### config.mk
export PLATFORM = sky130hd
export DESIGN_NAME = rotary_encoder_debounce_counter_flat
export DESIGN_NICKNAME = d
export VERILOG_FILES = /design/src/sv/rec_pkg.sv /design/src/sv/rec_in_if.sv /design/src/sv/rec_out_if.sv /design/src/sv/rec_integrator.sv /design/src/sv/rec_button.sv /design/src/sv/rotary_encoder_debounce_counter.sv /design/src/flat_wrapper.sv
export SDC_FILE = /design/constraint.sdc
export NUM_CORES = 1
export LEC_CHECK = 0
export ABC_AREA = 1
export BUFFER_PORTS_ARGS = -buffer_cell sky130_fd_sc_hd__buf_4
export CAP_MARGIN = 20
export CORE_UTILIZATION = 40
export DETAILED_ROUTE_END_ITERATION = 12
export PLACE_DENSITY = 0.58
export SLEW_MARGIN = 30
export SYNTH_ARGS = -nofsm -noshare
export SYNTH_HDL_FRONTEND = slang
export SYNTH_SLANG_ARGS = --single-unit
### constraint.sdc
create_clock -name clk_i -period 7.8 [get_ports clk_i]
set_clock_uncertainty 0.1 [all_clocks]
set_input_delay 0.78 -clock clk_i [delete_from_list [all_inputs] [get_ports clk_i]]
set_output_delay 0.78 -clock clk_i [all_outputs]
set_load 0.1 [all_outputs]
### src/sv/rec_pkg.sv
// Shared types, widths and codes for the rotary encoder with debounced button.
package rec_pkg;

  // Button history depth in ticks.
  localparam int HISTORY_BITS = 8;

  localparam int POS_W      = 32;
  localparam int CNT_W      = 32;
  localparam int LIMIT_W    = 4;
  localparam int MASK_W     = 8;
  localparam int ACC_W      = 6;
  localparam int CFG_IDX_W  = 1;
  localparam int CFG_DATA_W = 8;

  localparam logic [LIMIT_W-1:0] LIMIT_RESET = LIMIT_W'(4);
  localparam logic [MASK_W-1:0]  MASK_RESET  = MASK_W'(15);

  // Configuration register indexes.
  localparam logic [CFG_IDX_W-1:0] CFG_DEGLITCH_LIMIT = CFG_IDX_W'(0);
  localparam logic [CFG_IDX_W-1:0] CFG_BUTTON_MASK    = CFG_IDX_W'(1);

  // Item operations; the fourth code is unused and changes nothing.
  typedef enum logic [1:0] {
    OP_TICK    = 2'd0,
    OP_SET_POS = 2'd1,
    OP_CLEAR   = 2'd2
  } op_e;

  // Update strobes from the top level to the state holders.
  typedef struct packed {
    logic step;
    logic tick;
    logic clear;
  } upd_ctl_t;

  // Button-side status.
  typedef struct packed {
    logic             pressed;
    logic [CNT_W-1:0] press_count;
    logic [CNT_W-1:0] hold_ticks;
  } btn_stat_t;

endpackage

### src/sv/rec_in_if.sv
// Input channel interface: operation and raw pin samples.
interface rec_in_if;
  logic                             valid;
  logic                             ready;
  logic [1:0]                       opcode;
  logic                             level_a;
  logic                             level_b;
  logic                             level_button;
  logic signed [rec_pkg::POS_W-1:0] new_position;

  modport source (
    output valid, opcode, level_a, level_b, level_button, new_position,
    input  ready
  );
  modport sink (
    input  valid, opcode, level_a, level_b, level_button, new_position,
    output ready
  );
endinterface

### src/sv/rec_out_if.sv
// Output channel interface: position and button status.
interface rec_out_if;
  logic                             valid;
  logic                             ready;
  logic signed [rec_pkg::POS_W-1:0] position;
  logic [rec_pkg::CNT_W-1:0]        press_count;
  logic                             pressed;
  logic [rec_pkg::CNT_W-1:0]        hold_ticks;
  logic                             changed;

  modport source (
    output valid, position, press_count, pressed, hold_ticks, changed,
    input  ready
  );
  modport sink (
    input  valid, position, press_count, pressed, hold_ticks, changed,
    output ready
  );
endinterface

### src/sv/rec_integrator.sv
// Saturating up/down integrator with hysteresis for one encoder channel.
module rec_integrator (
  input  logic                        clk_i,
  input  logic                        rst_ni,
  input  logic                        step_i,
  input  logic                        raw_i,
  input  logic [rec_pkg::LIMIT_W-1:0] limit_i,
  output logic                        level_q_o,
  output logic                        level_d_o
);
  import rec_pkg::*;

  logic signed [ACC_W-1:0] acc_q, acc_d, lim, sum;
  logic                    level_q, level_d;

  // Count toward the sample, clamp at the bound and switch the level there.
  always_comb begin
    lim     = $signed(ACC_W'(limit_i));
    sum     = raw_i ? acc_q + ACC_W'(1) : acc_q - ACC_W'(1);
    acc_d   = sum;
    level_d = level_q;
    if (sum > lim) begin
      acc_d   = lim;
      level_d = 1'b1;
    end
    if (sum < -lim) begin
      acc_d   = -lim;
      level_d = 1'b0;
    end
  end

  // State advances only on a tick beat.
  always_ff @(posedge clk_i or negedge rst_ni) begin
    if (!rst_ni) begin
      acc_q   <= '0;
      level_q <= 1'b0;
    end else if (step_i) begin
      acc_q   <= acc_d;
      level_q <= level_d;
    end
  end

  assign level_q_o = level_q;
  assign level_d_o = level_d;

endmodule

### src/sv/rec_button.sv
// Button debounce history, press counter and hold counter.
module rec_button (
  input  logic                       clk_i,
  input  logic                       rst_ni,
  input  rec_pkg::upd_ctl_t          ctl_i,
  input  logic                       level_button_i,
  input  logic [rec_pkg::MASK_W-1:0] mask_i,
  output rec_pkg::btn_stat_t         stat_q_o,
  output rec_pkg::btn_stat_t         stat_d_o
);
  import rec_pkg::*;

  localparam int CmpW = (HISTORY_BITS > MASK_W) ? HISTORY_BITS : MASK_W;

  logic [HISTORY_BITS-1:0] hist_q, hist_d;
  logic [CmpW-1:0]         hist_c, mask_c;
  logic                    now_pressed;
  btn_stat_t               stat_q, stat_d;

  // Shift in the inverted pin level and test the selected history bits.
  always_comb begin
    hist_d      = {hist_q[HISTORY_BITS-2:0], ~level_button_i};
    hist_c      = CmpW'(hist_d);
    mask_c      = CmpW'(mask_i);
    now_pressed = ((hist_c & mask_c) == mask_c);
  end

  // Next counter values for tick and clear operations.
  always_comb begin
    stat_d = stat_q;
    if (ctl_i.tick) begin
      stat_d.pressed = now_pressed;
      if (now_pressed && !stat_q.pressed) begin
        stat_d.press_count = stat_q.press_count + CNT_W'(1);
      end
      if (!now_pressed) begin
        stat_d.hold_ticks = '0;
      end else if (stat_q.hold_ticks != '1) begin
        stat_d.hold_ticks = stat_q.hold_ticks + CNT_W'(1);
      end
    end else if (ctl_i.clear) begin
      stat_d.press_count = '0;
      stat_d.hold_ticks  = '0;
    end
  end

  always_ff @(posedge clk_i or negedge rst_ni) begin
    if (!rst_ni) begin
      hist_q <= '0;
      stat_q <= '0;
    end else if (ctl_i.step) begin
      if (ctl_i.tick) begin
        hist_q <= hist_d;
      end
      stat_q <= stat_d;
    end
  end

  assign stat_q_o = stat_q;
  assign stat_d_o = stat_d;

endmodule

### src/sv/rotary_encoder_debounce_counter.sv
// Top level: rotary encoder position tracking with a debounced push button.
//
//  port    dir  beat contents
//  in_i    in   opcode, level_a, level_b, level_button, new_position
//  out_o   out  position, press_count, pressed, hold_ticks, changed
//  cfg_*   in   register index and data, written when cfg_we_i is high
//
// One item is accepted per cycle unless a stalled result holds the input register;
// each result passes through the input register and then the result register.
// Reset clears position, counters, history and integrators and loads the
// default deglitch limit (4) and button mask (15).
// A stalled result holds the input register; the next beat is still taken
// while the input register is free or is moving into the result register.
module rotary_encoder_debounce_counter (
  input  logic                           clk_i,
  input  logic                           rst_ni,
  input  logic                           cfg_we_i,
  input  logic [rec_pkg::CFG_IDX_W-1:0]  cfg_idx_i,
  input  logic [rec_pkg::CFG_DATA_W-1:0] cfg_data_i,
  rec_in_if.sink                         in_i,
  rec_out_if.source                      out_o
);
  import rec_pkg::*;

  // Configuration registers.
  logic [LIMIT_W-1:0] limit_q;
  logic [MASK_W-1:0]  mask_q;

  // Input register.
  logic                    s1_valid_q;
  op_e                     s1_op_q;
  logic                    s1_a_q, s1_b_q, s1_btn_q;
  logic signed [POS_W-1:0] s1_pos_q;

  // Result register.
  logic                    out_valid_q;
  logic signed [POS_W-1:0] out_pos_q;
  btn_stat_t               out_stat_q;
  logic                    out_changed_q;

  logic                    advance, in_accept, int_step;
  upd_ctl_t                ctl;
  btn_stat_t               btn_q, btn_d;
  logic                    fa_q, fa_d, fb_q, fb_d;
  logic signed [POS_W-1:0] pos_q, pos_d;
  logic                    changed;

  // Handshake: the input register moves on when the result register is free.
  assign advance    = s1_valid_q && (!out_valid_q || out_o.ready);
  assign in_i.ready = !s1_valid_q || advance;
  assign in_accept  = in_i.valid && in_i.ready;

  assign ctl.step  = advance;
  assign ctl.tick  = (s1_op_q == OP_TICK);
  assign ctl.clear = (s1_op_q == OP_CLEAR);
  assign int_step  = advance && ctl.tick;

  always_ff @(posedge clk_i or negedge rst_ni) begin
    if (!rst_ni) begin
      limit_q <= LIMIT_RESET;
      mask_q  <= MASK_RESET;
    end else if (cfg_we_i) begin
      case (cfg_idx_i)
        CFG_DEGLITCH_LIMIT: limit_q <= cfg_data_i[LIMIT_W-1:0];
        CFG_BUTTON_MASK:    mask_q  <= cfg_data_i[MASK_W-1:0];
        default: ;
      endcase
    end
  end

  // Input register.
  always_ff @(posedge clk_i or negedge rst_ni) begin
    if (!rst_ni) begin
      s1_valid_q <= 1'b0;
    end else if (in_accept) begin
      s1_valid_q <= 1'b1;
    end else if (advance) begin
      s1_valid_q <= 1'b0;
    end
  end

  always_ff @(posedge clk_i) begin
    if (in_accept) begin
      s1_op_q  <= op_e'(in_i.opcode);
      s1_a_q   <= in_i.level_a;
      s1_b_q   <= in_i.level_b;
      s1_btn_q <= in_i.level_button;
      s1_pos_q <= in_i.new_position;
    end
  end

  rec_button u_button (
    .clk_i          (clk_i),
    .rst_ni         (rst_ni),
    .ctl_i          (ctl),
    .level_button_i (s1_btn_q),
    .mask_i         (mask_q),
    .stat_q_o       (btn_q),
    .stat_d_o       (btn_d)
  );

  rec_integrator u_int_a (
    .clk_i     (clk_i),
    .rst_ni    (rst_ni),
    .step_i    (int_step),
    .raw_i     (s1_a_q),
    .limit_i   (limit_q),
    .level_q_o (fa_q),
    .level_d_o (fa_d)
  );

  rec_integrator u_int_b (
    .clk_i     (clk_i),
    .rst_ni    (rst_ni),
    .step_i    (int_step),
    .raw_i     (s1_b_q),
    .limit_i   (limit_q),
    .level_q_o (fb_q),
    .level_d_o (fb_d)
  );

  // Position: a falling edge of filtered A steps by one, direction from B.
  always_comb begin
    pos_d = pos_q;
    case (s1_op_q)
      OP_TICK: begin
        if (fa_q && !fa_d) begin
          pos_d = fb_d ? pos_q - POS_W'(1) : pos_q + POS_W'(1);
        end
      end
      OP_SET_POS: pos_d = s1_pos_q;
      OP_CLEAR:   pos_d = '0;
      default:    pos_d = pos_q;
    endcase
  end

  assign changed = (pos_d != pos_q) || (btn_d.press_count != btn_q.press_count);

  always_ff @(posedge clk_i or negedge rst_ni) begin
    if (!rst_ni) begin
      pos_q <= '0;
    end else if (advance) begin
      pos_q <= pos_d;
    end
  end

  // Result register.
  always_ff @(posedge clk_i or negedge rst_ni) begin
    if (!rst_ni) begin
      out_valid_q <= 1'b0;
    end else if (advance) begin
      out_valid_q <= 1'b1;
    end else if (out_o.ready) begin
      out_valid_q <= 1'b0;
    end
  end

  always_ff @(posedge clk_i) begin
    if (advance) begin
      out_pos_q     <= pos_d;
      out_stat_q    <= btn_d;
      out_changed_q <= changed;
    end
  end

  assign out_o.valid       = out_valid_q;
  assign out_o.position    = out_pos_q;
  assign out_o.press_count = out_stat_q.press_count;
  assign out_o.pressed     = out_stat_q.pressed;
  assign out_o.hold_ticks  = out_stat_q.hold_ticks;
  assign out_o.changed     = out_changed_q;

  // A nonzero hold count is only ever reported with the button pressed.
  assert property (@(posedge clk_i) disable iff (!rst_ni)
    (out_o.valid && (out_o.hold_ticks != '0)) |-> out_o.pressed)
    else $error("hold count reported while button released");

  // A set-position beat loads the position register.
  assert property (@(posedge clk_i) disable iff (!rst_ni)
    (advance && (s1_op_q == OP_SET_POS)) |=> (pos_q == $past(s1_pos_q)))
    else $error("set position not applied");

  // Input is only held off while an item waits in the input register.
  assert property (@(posedge clk_i) disable iff (!rst_ni)
    !in_i.ready |-> (s1_valid_q && out_valid_q && !out_o.ready))
    else $error("input stalled without a blocked item");

  // Filtered levels move only on a tick beat.
  assert property (@(posedge clk_i) disable iff (!rst_ni)
    !int_step |=> ($stable(fa_q) && $stable(fb_q)))
    else $error("filtered level changed without a tick");

endmodule
### src/flat_wrapper.sv
// flat-port wrapper written by rule: the top's interface ports become plain ports
module rotary_encoder_debounce_counter_flat import rec_pkg::*;
  (clk_i, rst_ni, cfg_we_i, cfg_idx_i, cfg_data_i, in_i_valid, in_i_opcode, in_i_level_a, in_i_level_b, in_i_level_button, in_i_new_position, in_i_ready, out_o_valid, out_o_position, out_o_press_count, out_o_pressed, out_o_hold_ticks, out_o_changed, out_o_ready);
  rec_in_if in_i_i ();
  rec_out_if out_o_i ();
  input  logic clk_i;
  input  logic rst_ni;
  input  logic cfg_we_i;
  input  logic [rec_pkg::CFG_IDX_W-1:0] cfg_idx_i;
  input  logic [rec_pkg::CFG_DATA_W-1:0] cfg_data_i;
  input wire logic [$bits(in_i_i.valid)-1:0] in_i_valid;
  input wire logic [$bits(in_i_i.opcode)-1:0] in_i_opcode;
  input wire logic [$bits(in_i_i.level_a)-1:0] in_i_level_a;
  input wire logic [$bits(in_i_i.level_b)-1:0] in_i_level_b;
  input wire logic [$bits(in_i_i.level_button)-1:0] in_i_level_button;
  input wire logic [$bits(in_i_i.new_position)-1:0] in_i_new_position;
  output wire logic [$bits(in_i_i.ready)-1:0] in_i_ready;
  output wire logic [$bits(out_o_i.valid)-1:0] out_o_valid;
  output wire logic [$bits(out_o_i.position)-1:0] out_o_position;
  output wire logic [$bits(out_o_i.press_count)-1:0] out_o_press_count;
  output wire logic [$bits(out_o_i.pressed)-1:0] out_o_pressed;
  output wire logic [$bits(out_o_i.hold_ticks)-1:0] out_o_hold_ticks;
  output wire logic [$bits(out_o_i.changed)-1:0] out_o_changed;
  input wire logic [$bits(out_o_i.ready)-1:0] out_o_ready;
  assign in_i_i.valid = in_i_valid;
  assign in_i_i.opcode = in_i_opcode;
  assign in_i_i.level_a = in_i_level_a;
  assign in_i_i.level_b = in_i_level_b;
  assign in_i_i.level_button = in_i_level_button;
  assign in_i_i.new_position = in_i_new_position;
  assign in_i_ready = in_i_i.ready;
  assign out_o_valid = out_o_i.valid;
  assign out_o_position = out_o_i.position;
  assign out_o_press_count = out_o_i.press_count;
  assign out_o_pressed = out_o_i.pressed;
  assign out_o_hold_ticks = out_o_i.hold_ticks;
  assign out_o_changed = out_o_i.changed;
  assign out_o_i.ready = out_o_ready;
  rotary_encoder_debounce_counter u_core (.clk_i(clk_i), .rst_ni(rst_ni), .cfg_we_i(cfg_we_i), .cfg_idx_i(cfg_idx_i), .cfg_data_i(cfg_data_i), .in_i(in_i_i), .out_o(out_o_i));
endmodule
; After elaboration in Yosys (flattened, before gate mapping)
; Cells that the tools add are included.
[op_classes]
n_addsub = 9
multipliers = 0
n_div = 0
n_lt_le_gt_ge = 4
eq_ne = 6
shifts = 0
n_mux = 23
bitwise_logic = 3
reduce_logical = 18
[op_table]
columns = cell, count
row1 = 32-bit 2-to-1 mux, 5
row2 = 64-bit 2-to-1 mux, 2
row3 = 32-bit one-hot mux with 3 select lines, 1
row4 = "32-bit by 1-bit adder with 32-bit output, second input constant", 2
row5 = 32-bit inequality test, 2
row6 = 6-bit 2-to-1 mux, 6
row7 = "32-bit by 2-bit adder with 32-bit output, second input constant", 1
row8 = "32-bit inequality test, second input constant", 1
row9 = "32-bit by 2-bit subtractor with 32-bit output, second input constant", 1
row10 = "6-bit by 2-bit adder with 6-bit output, second input constant", 2
row11 = 6-bit by 5-bit greater-than comparator with 1-bit output, 2
row12 = 6-bit less-than comparator, 2
row13 = "6-bit by 2-bit subtractor with 6-bit output, second input constant", 2
row14 = 1-bit 2-to-1 mux, 9
row15 = 8-bit AND, 1
row16 = 8-bit == test, 1
row17 = 4-bit negator with 6-bit output, 1
row18 = 2-bit AND reduction, 3
row19 = 1-bit logical AND, 5
row20 = 1-bit zero test, 4
row21 = 2-bit nonzero test, 2
row22 = 1-bit logical OR, 3
row23 = "2-bit by 1-bit == test with 1-bit output, second input constant", 1
row24 = "2-bit == test, second input constant", 1
row25 = 2 further kinds, 3
[totals]
regBits = 267
latchBits = 0
mem_bits_rw = 0
mem_bits_ro = 0
input_bits = 51
output_inout_bits = 100
n_memories = 0

; Depth between registers and ports, before layout
; Gate-level depths: netlist of run 1.
[depth]
depth_word = 11
depth_mapped = 41
mapped_depth_nobuf = 40

; Cells and area by module
; Synthesis of run 1 repeated with hierarchy kept, for this count alone.
[unflattened]
hier_cells = 2534
area_unflattened_um2 = 18327.6
[modules_own_cells]
columns = module, instances, cells_per_inst, area_each_um2
row1 = rotary_encoder_debounce_counter, 1, 1286, 10415.0
row2 = rec_button, 1, 952, 5975.7
row3 = rec_integrator, 2, 148, 968.4

; Worst setup path before layout of run 1
; OpenSTA, ideal clock, no wires.
[synth_path]
path_type = reg2reg
from = reg u_core.out_valid_q (netlist: u_core.out_o.valid)
to = reg u_core.out_changed_q (netlist: u_core.out_o.changed) (enable)
setup_time_ns = 0.499
t_arrival_ns = 4.429
required_ns = 7.201
setup_slack_ns = 2.772
stages_incl_launch_ff = 7
path_buffers = 3
cell_sequence = dfrtp_1 -> nand2_1 -> nand2_1 -> clkbuf_1 -> inv_1 -> clkbuf_1 -> clkbuf_1
[synth_via]
elab_chain_len = 3
[synth_lines]
columns = item, line_no
row1 = "start, declared", rotary_encoder_debounce_counter.sv:36  ; logic out_valid_q;
row2 = "start signal, assigned", rotary_encoder_debounce_counter.sv:150  ; out_valid_q <= 1'b0;
row3 = "start signal, assigned", rotary_encoder_debounce_counter.sv:152  ; out_valid_q <= 1'b1;
row4 = "start signal, assigned", rotary_encoder_debounce_counter.sv:154  ; out_valid_q <= 1'b0;
row5 = 1-bit zero test, rotary_encoder_debounce_counter.sv:49  ; assign advance = s1_valid_q && (!out_valid_q || out_o.ready);
row6 = 1-bit logical OR, rotary_encoder_debounce_counter.sv:49
row7 = 1-bit logical AND, rotary_encoder_debounce_counter.sv:49
row8 = via u_core.advance, rotary_encoder_debounce_counter.sv:41  ; logic advance, in_accept, int_step;
row9 = "end signal, assigned", rotary_encoder_debounce_counter.sv:162  ; out_changed_q <= changed;
row10 = "end, declared", rotary_encoder_debounce_counter.sv:39  ; logic out_changed_q;
; The timed path passes the listed nets, and every way through them passes these cells.
; A chain may end at the register's enable or synchronous reset.

; Worst setup path after layout of run 1
[layout_path]
from = reg u_core.u_int_b.acc_q[0]
to = reg u_core.out_changed_q (netlist: u_core.out_o.changed) (data pin)
[layout_via]
elab_chain_len = 10
word_cells_on_any_way = 12
classes_between = 2 x add/sub / 2 x order compare / 1 x eq/ne / 6 x mux / 1 x reduce/logical
[layout_lines]
columns = item, line_no
row1 = "start, declared", rec_integrator.sv:13  ; logic signed [ACC_W-1:0] acc_q, acc_d, lim, sum;
row2 = "start signal, assigned", rec_integrator.sv:35  ; acc_q <= '0;
row3 = "start signal, assigned", rec_integrator.sv:38  ; acc_q <= acc_d;
row4 = 6-bit by 2-bit subtractor with 6-bit output / 6-bit by 2-bit adder with 6-bit output (equally long branches), rec_integrator.sv:19  ; sum = raw_i ? acc_q + ACC_W'(1) : acc_q - ACC_W'(1);
row5 = 6-bit 2-to-1 mux *, rec_integrator.sv:19
row6 = 6-bit by 5-bit greater-than comparator with 1-bit output, rec_integrator.sv:22  ; if (sum > lim) begin
row7 = 1-bit 2-to-1 mux, rec_integrator.sv:22
row8 = 1-bit 2-to-1 mux *, rec_integrator.sv:26  ; if (sum < -lim) begin
row9 = 32-bit 2-to-1 mux *, rotary_encoder_debounce_counter.sv:128  ; pos_d = fb_d ? pos_q - POS_W'(1) : pos_q + POS_W'(1);
row10 = 32-bit 2-to-1 mux *, rotary_encoder_debounce_counter.sv:127  ; if (fa_q && !fa_d) begin
row11 = 32-bit one-hot mux with 3 select lines *, rotary_encoder_debounce_counter.sv:125  ; case (s1_op_q)
row12 = 32-bit inequality test *, rotary_encoder_debounce_counter.sv:137  ; assign changed = (pos_d != pos_q) || (btn_d.press_count != btn_q.press_count);
row13 = 1-bit logical OR *, rotary_encoder_debounce_counter.sv:137
row14 = via u_core.changed, rotary_encoder_debounce_counter.sv:46  ; logic changed;
; Mark *: on every way through the listed nets, which the timed path passes. The rest lies on a longest branch.

==> impl_metrics.json, run 1 <==
{
  "slowest_stage": "fa_1",
  "synth_compound_area_share_pct": 15.23,
  "finalCritPeriodShare_pct": 73.67,
  "end_kind": "flip-flop",
  "dieArea_um2": 41450,
  "fmax_mhz": 174.0,
  "synth_ff_type": "edfxtp_1",
  "power_leakage_nw": 8.400,
  "clk_latency_ps": 610,
  "synth-edff-count": 135,
  "fin_area_um2": 18920,
  "fillers": 3878,
  "fin_util_pct": 47.40,
  "period_needed_ps": 5746,
  "cts_root_buffer": "clkbuf_16",
  "yosys.area.top_type": "edfxtp_1",
  "tightest_slew_ps": 893.7,
  "hold_buffers": 0,
  "cts_buffer_depth": 3,
  "cpMostUsedCell": "nand2_1",
  "vias_per_cell": 5.215,
  "synth.top_cell.area_share_pct": 24.94,
  "nets": 2296,
  "rows": 73,
  "globalRouteOverflowTotal": 0,
  "synth-seq-area-share_pct": 45.30,
  "synth.area.mux_share_pct": 0.2078,
  "drtPass1Iterations": 6,
  "cp.required_ps": 8040,
  "die_w_um": 203.6,
  "cellPowerDensity_nw_per_um2": 452.3,
  "grt_pass1_vias": 13650,
  "cts-buffers-inserted": 30,
  "hold_viol_final": 0,
  "syn_area_per_cell_um2": 7.686,
  "peakVddDrop_mv": 0.2857,
  "htree_levels": 1,
  "initial_core_util_pct": 40.73,
  "report.final.slew_viol_count": 0,
  "syn_inst": 2115,
  "yosys-top-cells-count": "nand2_1, inv_1, o21ai_0",
  "ys_ff_latch": 267,
  "syn_area_um2": 16260,
  "outcome": "finished, final reports clean",
  "cp-start-kind": "flip-flop",
  "wl_per_cell_um": 16.26,
  "core_um2": 39910,
  "synthAdderAreaFrac_pct": 2.555,
  "route.detailed.drc": 0,
  "drv_cap": 0,
  "area_growth_pct": 16.38,
  "synth.most_common_cell": "nand2_1",
  "synth_cell_types": 55,
  "path_clk_slew_ps": 70,
  "cp_max_fo": 38,
  "synth_area_leaders": "edfxtp_1, dfrtp_1, nand2_1, o21ai_0, inv_1",
  "grt_max_degree": 147,
  "cp_top_family": "simple AND/OR/NAND/NOR gates",
  "max_stage_delay_ps": 460,
  "synth_xor_area_share_pct": 2.579,
  "drive_gt1_share_pct": 12.87,
  "critPathArrivalTime_ps": 5990,
  "synth_top_family_by_area": "simple AND/OR/NAND/NOR gates",
  "finalSetupViolations": 0,
  "placed_area_um2": 17720,
  "dr.first_iter.drc_count": 1094,
  "cts_setup_buffers": 0,
  "critPathKind": "reg2reg",
  "cts_tree": "done",
  "diodes": 0,
  "ys_async_sr_fraction_pct": 49.44,
  "cts_resized": 0,
  "synth_fp_nets": 2198,
  "relSlewSlack_pct": 40.05,
  "die_h_um": 203.6,
  "postRouteAntennaNets": 0,
  "ios": 151,
  "cp_num_buf_inv": 5,
  "gr-usage-all-layers_pct": 21.77,
  "dpl.hpwl_mm": 32.13,
  "dr_total_vias": 14400,
  "rsz0062_at_grt": "false",
  "totalWireLength_mm": 44.90,
  "io_buffers": 150,
  "numClockSinks": 267,
  "yosysWarnings": 0,
  "gp_congestion": 0.9518,
  "grt_first_pass_wirelength_mm": 72.10,
  "antenna_found_initial": 0,
  "tns_ps": 0,
  "hold_class": "in2async",
  "synth-simple-area-share_pct": 25.09
}
-- cells in the final DEF, fill, tap and decap left out, types with 4 or more instances in the layout --
cell type,count
nand3_1,139
nand3b_1,6
clkbuf_8,8
dfstp_2,5
clkbuf_16,31
o21ai_1,13
a22oi_1,6
nor3_2,5
inv_1,269
buf_4,163
bufinv_16,8
nor3b_1,4
o21a_1,5
nor3_1,35
nand2_2,27
o22ai_1,24
a31oi_1,4
nand4_1,19
edfxtp_1,135
dfrtp_1,127
nand2_1,551
nor4_1,9
nor2_2,13
o21ai_0,251
clkinv_1,4
xor2_1,43
a21oi_1,89
nor2_1,130
o41ai_1,28
ha_1,30
-- sequential cells by signal (all words and copies together) (netlist names) --
signal                    flops
u_core.u_button.stat_q_o     65
u_core.out_o.hold_ticks      32
u_core.out_o.position        32
u_core.out_o.press_count     32
u_core.pos_q                 32
u_core.s1_pos_q              32
u_core.mask_q                 8
u_core.u_button.hist_q        7
u_core.u_int_a.acc_q          6
u_core.u_int_b.acc_q          6
u_core.limit_q                4
u_core.s1_op_q                2
u_core.out_o.changed          1
u_core.out_o.pressed          1
u_core.out_o.valid            1
u_core.s1_a_q                 1
u_core.s1_b_q                 1
u_core.s1_btn_q               1
u_core.s1_valid_q             1
u_core.u_int_a.level_q_o      1
u_core.u_int_b.level_q_o      1
-- metrics by stage --
stage / power [mW] / worst slack (ps) / instances / hold slack [ps]
after floorplan: 5.818 / 2772 / 2115 / 342.0
after global placement: 6.856 / 2211 / 2706 / 358.6
after detailed placement: 6.877 / 2078 / 2706 / 377.0
after CTS: 8.592 / 2070 / 2762 / 212.3
after global routing: 9.250 / 1502 / 2762 / 226.6
final: 8.556 / 2054 / 2762 / 136.8
-- power breakdown --
group	switching, mW	total (mW)	internal [mW]
clock network	0.614	1.67	1.06
logic	3.49	4.82	1.33
registers	0.275	2.06	1.79
total	4.38	8.56	4.18
-- final timing paths --
| kind | startpoint | end | slack, ps | cells past startpoint |
|---|---|---|---|---|
| max | u_core.u_int_b.acc_q[0] | u_core.out_o.changed | 2050 | 37 |
| min in group clk_i | in_i_new_position[12] | u_core.s1_pos_q[12] | 240 | 1 |
| max reg2reg | u_core.u_int_b.acc_q[0] | u_core.out_o.changed | 2050 | 37 |
| min | rst_ni | u_core.u_button.stat_q_o[64] | 140 | 1 |
| min reg2reg | u_core.s1_btn_q | u_core.u_button.hist_q[0] | 380 | 1 |
| max in group asynchronous | rst_ni | u_core.u_button.stat_q_o[43] | 6270 | 2 |
-- worst reg2reg max path: cells and delay by family (launching register included) --
| kind | cells | cell delay, ps |
|---|---|---|
| AND/OR/NAND/NOR | 28 | 3430 |
| adder cells (fa/ha/maj) | 3 | 860 |
| buffers and inverters | 5 | 600 |
| flip-flops | 1 | 400 |
| AO/OA/AOI/OAI | 1 | 100 |
-- per-layer routing --
| metal | vias up | GRT usage (%) | part of all wire [%] |
|---|---|---|---|
| met3 | 65 | 2.764 | 5.2 |
| met1 | 6732 | 29.32 | 45 |
| met5 | - | 0 | 0 |
| li1 | 7217 | - | - |
| met2 | 390 | 36.85 | 47 |
| met4 | 0 | 5.639 | 2.3 |
-- logic make-up after synthesis --
family          Yosys count
mux                       3
flops                   267
compound gates          444
fa+ha+maj                32
simple gates            949
buf+inv                 373
xor+xnor                 47
-- layout make-up --
class / instances / area, µm² / share of cell area, %
inverter: 275 / 1040 / 5.496
clock inverter: 17 / 319.1 / 1.687
clock buffer: 39 / 875.8 / 4.630
multi-input combinational: 1475 / 7426 / 39.25
tap: 525 / 656.9 / 3.472
sequential: 267 / 7363 / 38.92
timing repair buffer: 164 / 1237 / 6.541
Power figures use the tool's default switching activity.
==> run 2, diff against run 1 <==
--- a/config.mk
+++ b/config.mk
@@ -5,12 +5,12 @@
 export SDC_FILE = /design/constraint.sdc
 export NUM_CORES = 1
 export LEC_CHECK = 0
-export ABC_AREA = 1
+export ABC_AREA = 0
 export BUFFER_PORTS_ARGS = -buffer_cell sky130_fd_sc_hd__buf_4
 export CAP_MARGIN = 20
 export CORE_UTILIZATION = 40
 export DETAILED_ROUTE_END_ITERATION = 12
-export PLACE_DENSITY = 0.58
+export PLACE_DENSITY = 0.59
 export SLEW_MARGIN = 30
 export SYNTH_ARGS = -nofsm -noshare
 export SYNTH_HDL_FRONTEND = slang
==> constraint.sdc (replaced) <==
create_clock -name clk_i -period 5.3 [get_ports clk_i]
set_clock_uncertainty 0.1 [all_clocks]
set_input_delay 0.53 -clock clk_i [delete_from_list [all_inputs] [get_ports clk_i]]
set_output_delay 0.53 -clock clk_i [all_outputs]
set_load 0.1 [all_outputs]
==> run 2 against run 1 <==
Design area down 6.8%. Critical endpoint is now u_core.pos_q[22]. Utilization up 0.66 points. Fmax up 16%. Sequential power up 36%. Critical path type unchanged. Clock power up 37%. Final cell count down 22%. Largest cell class is now flip-flops and latches. Die area down 8.0%. Via count down 15%.
==> impl_metrics.json, run 2 <==
{
  "finalCritPeriodShare_pct": 93.49,
  "dr.first_iter.drc_count": 1046,
  "path_clk_slew_ps": 70,
  "dpl.hpwl_mm": 30.67,
  "gp_congestion": 0.9432,
  "core_um2": 36700,
  "report.final.slew_viol_count": 0,
  "numClockSinks": 267,
  "synth-edff-count": 135,
  "most-common-layout-cells": "nand2_1, buf_4, edfxtp_1",
  "synth-seq-area-share_pct": 49.30,
  "area_growth_pct": 18.08,
  "synth_fp_nets": 1645,
  "io_buffers": 150,
  "die_w_um": 195.2,
  "dieArea_um2": 38110,
  "synth.most_common_cell": "nand2_1",
  "peakVddDrop_mv": 0.2544,
  "hold_class": "in2reg",
  "yosys-top-cells-count": "nand2_1, edfxtp_1, dfrtp_1",
  "postRouteAntennaNets": 0,
  "cp_max_fo": 5,
  "synth_area_leaders": "edfxtp_1, dfrtp_1, nand2_1, o21ai_0, mux2_2",
  "syn_area_um2": 14940,
  "antenna_found_initial": 1,
  "htree_levels": 1,
  "fmax_mhz": 201.8,
  "cp.required_ps": 5650,
  "slowest_stage": "or3_4",
  "end_kind": "flip-flop",
  "initial_core_util_pct": 40.70,
  "ys_async_sr_fraction_pct": 49.44,
  "totalWireLength_mm": 43.72,
  "grt_first_pass_wirelength_mm": 68.52,
  "yosysWarnings": 0,
  "synth.top_cell.area_share_pct": 27.14,
  "grt_pass1_vias": 11840,
  "vias_per_cell": 5.677,
  "cellPowerDensity_nw_per_um2": 483.9,
  "cts-buffers-inserted": 30,
  "diodes": 0,
  "tns_ps": 0,
  "yosys.area.top_type": "edfxtp_1",
  "power_leakage_nw": 7.352,
  "gr-usage-all-layers_pct": 22.79,
  "clk_latency_ps": 560,
  "critPathKind": "reg2reg",
  "relSlewSlack_pct": 37.03,
  "drv_cap": 0,
  "cp_top_family": "compound AO/OA/AOI/OAI gates",
  "cpMostUsedCell": "xnor2_1",
  "die_h_um": 195.2,
  "critPathArrivalTime_ps": 5300,
  "cts_root_buffer": "clkbuf_16",
  "drive_gt1_share_pct": 19.02,
  "syn_inst": 1562,
  "syn_area_per_cell_um2": 9.562,
  "fillers": 3500,
  "rows": 70,
  "ios": 151,
  "synth_cell_types": 77,
  "period_needed_ps": 4955,
  "globalRouteOverflowTotal": 0,
  "nets": 1757,
  "rsz0062_at_grt": "false",
  "final-instance-count-excl-fill": 2166,
  "final_common_cell": "nand2_1",
  "cp-start-kind": "flip-flop",
  "route.detailed.drc": 0,
  "cts_buffer_depth": 3,
  "cts_tree": "done",
  "grt_max_degree": 130,
  "max_stage_delay_ps": 480,
  "wl_per_cell_um": 20.18,
  "fin_util_pct": 48.06,
  "hold_viol_final": 0,
  "path_cells": "inv_1, ha_1, a21o_1, a21oi_1, xnor2_1, ha_1, a21oi_1, o21ai_1, a21oi_2, o21a_1, nor2_2, xnor2_1, ha_2, nor3_2, nand4_1, or3_4, or3_1, a21oi_2, xnor2_1, o22ai_2, mux2_2",
  "dp_cells": 2107,
  "largest_reg_flops": 65,
  "dr_total_vias": 12300,
  "drtPass1Iterations": 6,
  "tightest_slew_ps": 944.5,
  "cp_num_buf_inv": 1,
  "outcome": "finished, final reports clean",
  "synth_ff_type": "edfxtp_1",
  "ys_ff_latch": 267,
  "finalSetupViolations": 0
}
## run 2: cell types whose count changed after synthesis, sizes merged, moves of 31 or more
| cell | change |
|---|---|
| nand2 | -306 |
| xnor2 | +45 |
| and3 | +32 |
| mux2 | +36 |
| o21ai | -151 |
| nor2 | -31 |
| mux2i | +38 |
| a21oi | -34 |
| inv | -220 |
| nand3 | -94 |
## run 2: cell type report
cell class | count | area, µm² | area share, %
inverters | 54 | 207.7 | 1.178
multi-input cells | 1138 | 6980 | 39.58
clock inverters | 22 | 305.3 | 1.731
clock buffers | 34 | 797.0 | 4.519
well taps | 468 | 585.6 | 3.320
flip-flops and latches | 267 | 7363 | 41.75
repair buffers | 183 | 1396 | 7.918
## run 2: what timing repair did
action	CTS	global route
hold buffers	1	0
buffers inserted	0	2
endpoints found under the setup margin	0	19
resized for setup	0	7
hold endpoints to repair	85	0
## run 2: worst paths after layout
check	start	to	slack [ps]	depth (start not counted)
setup / recovery	u_core.s1_b_q	u_core.pos_q[22]	340	21
hold / removal	in_i_level_a	u_core.s1_a_q	40	1
setup reg to reg	u_core.s1_b_q	u_core.pos_q[22]	340	21
hold reg to reg	u_core.u_int_b.acc_q[2]	u_core.u_int_b.acc_q[2]	390	2
max in group asynchronous	rst_ni	u_core.u_button.stat_q_o[11]	3500	3
min in group asynchronous	rst_ni	u_core.u_int_a.acc_q[1]	510	2
## run 2: per-stage QoR
step	instance area [µm²]	power [mW]	hold WS (ps)	setup slack [ps]
after global placement	16480	6.203	365.2	268.2
after CTS	17600	8.531	9.393	85.54
after detailed placement	16490	6.201	382.7	114.4
final	17640	8.533	36.03	344.8
after global routing	17640	8.959	15.79	22.88
after floorplan	14940	5.179	134.4	365.4
## run 2: layer usage
layer  vias to the layer above  part of all wire, %  wire length [µm]  global-route usage [%]
li1                       5820                    -                 -                       -
met1                      5973                   46             19960                   32.28
met2                       432                   45             19870                   35.79
met3                        69                  6.5              2826                   4.111
met4                         2                  2.4              1056                   6.153
met5                         -                0.030                13                       0
## run 2: power breakdown
| group | internal, mW | switching, mW |
|---|---|---|
| clock network | 1.42 | 0.870 |
| registers | 2.45 | 0.348 |
| logic | 1.15 | 2.29 |
| total | 5.02 | 3.51 |
## run 2: cell families (layout without fill, tap and decap cells)
group	count (synthesis)	in the layout	share of synthesized area (%)
adders and majority gates	32	32	2.781
xor gates and xnor gates	89	89	5.269
DFF	267	267	49.30
buffers and inverters	157	293	4.189
and+or+nand+nor	630	630	20.02
muxes	77	77	5.512
AOI/OAI and AO/OA	310	310	12.93
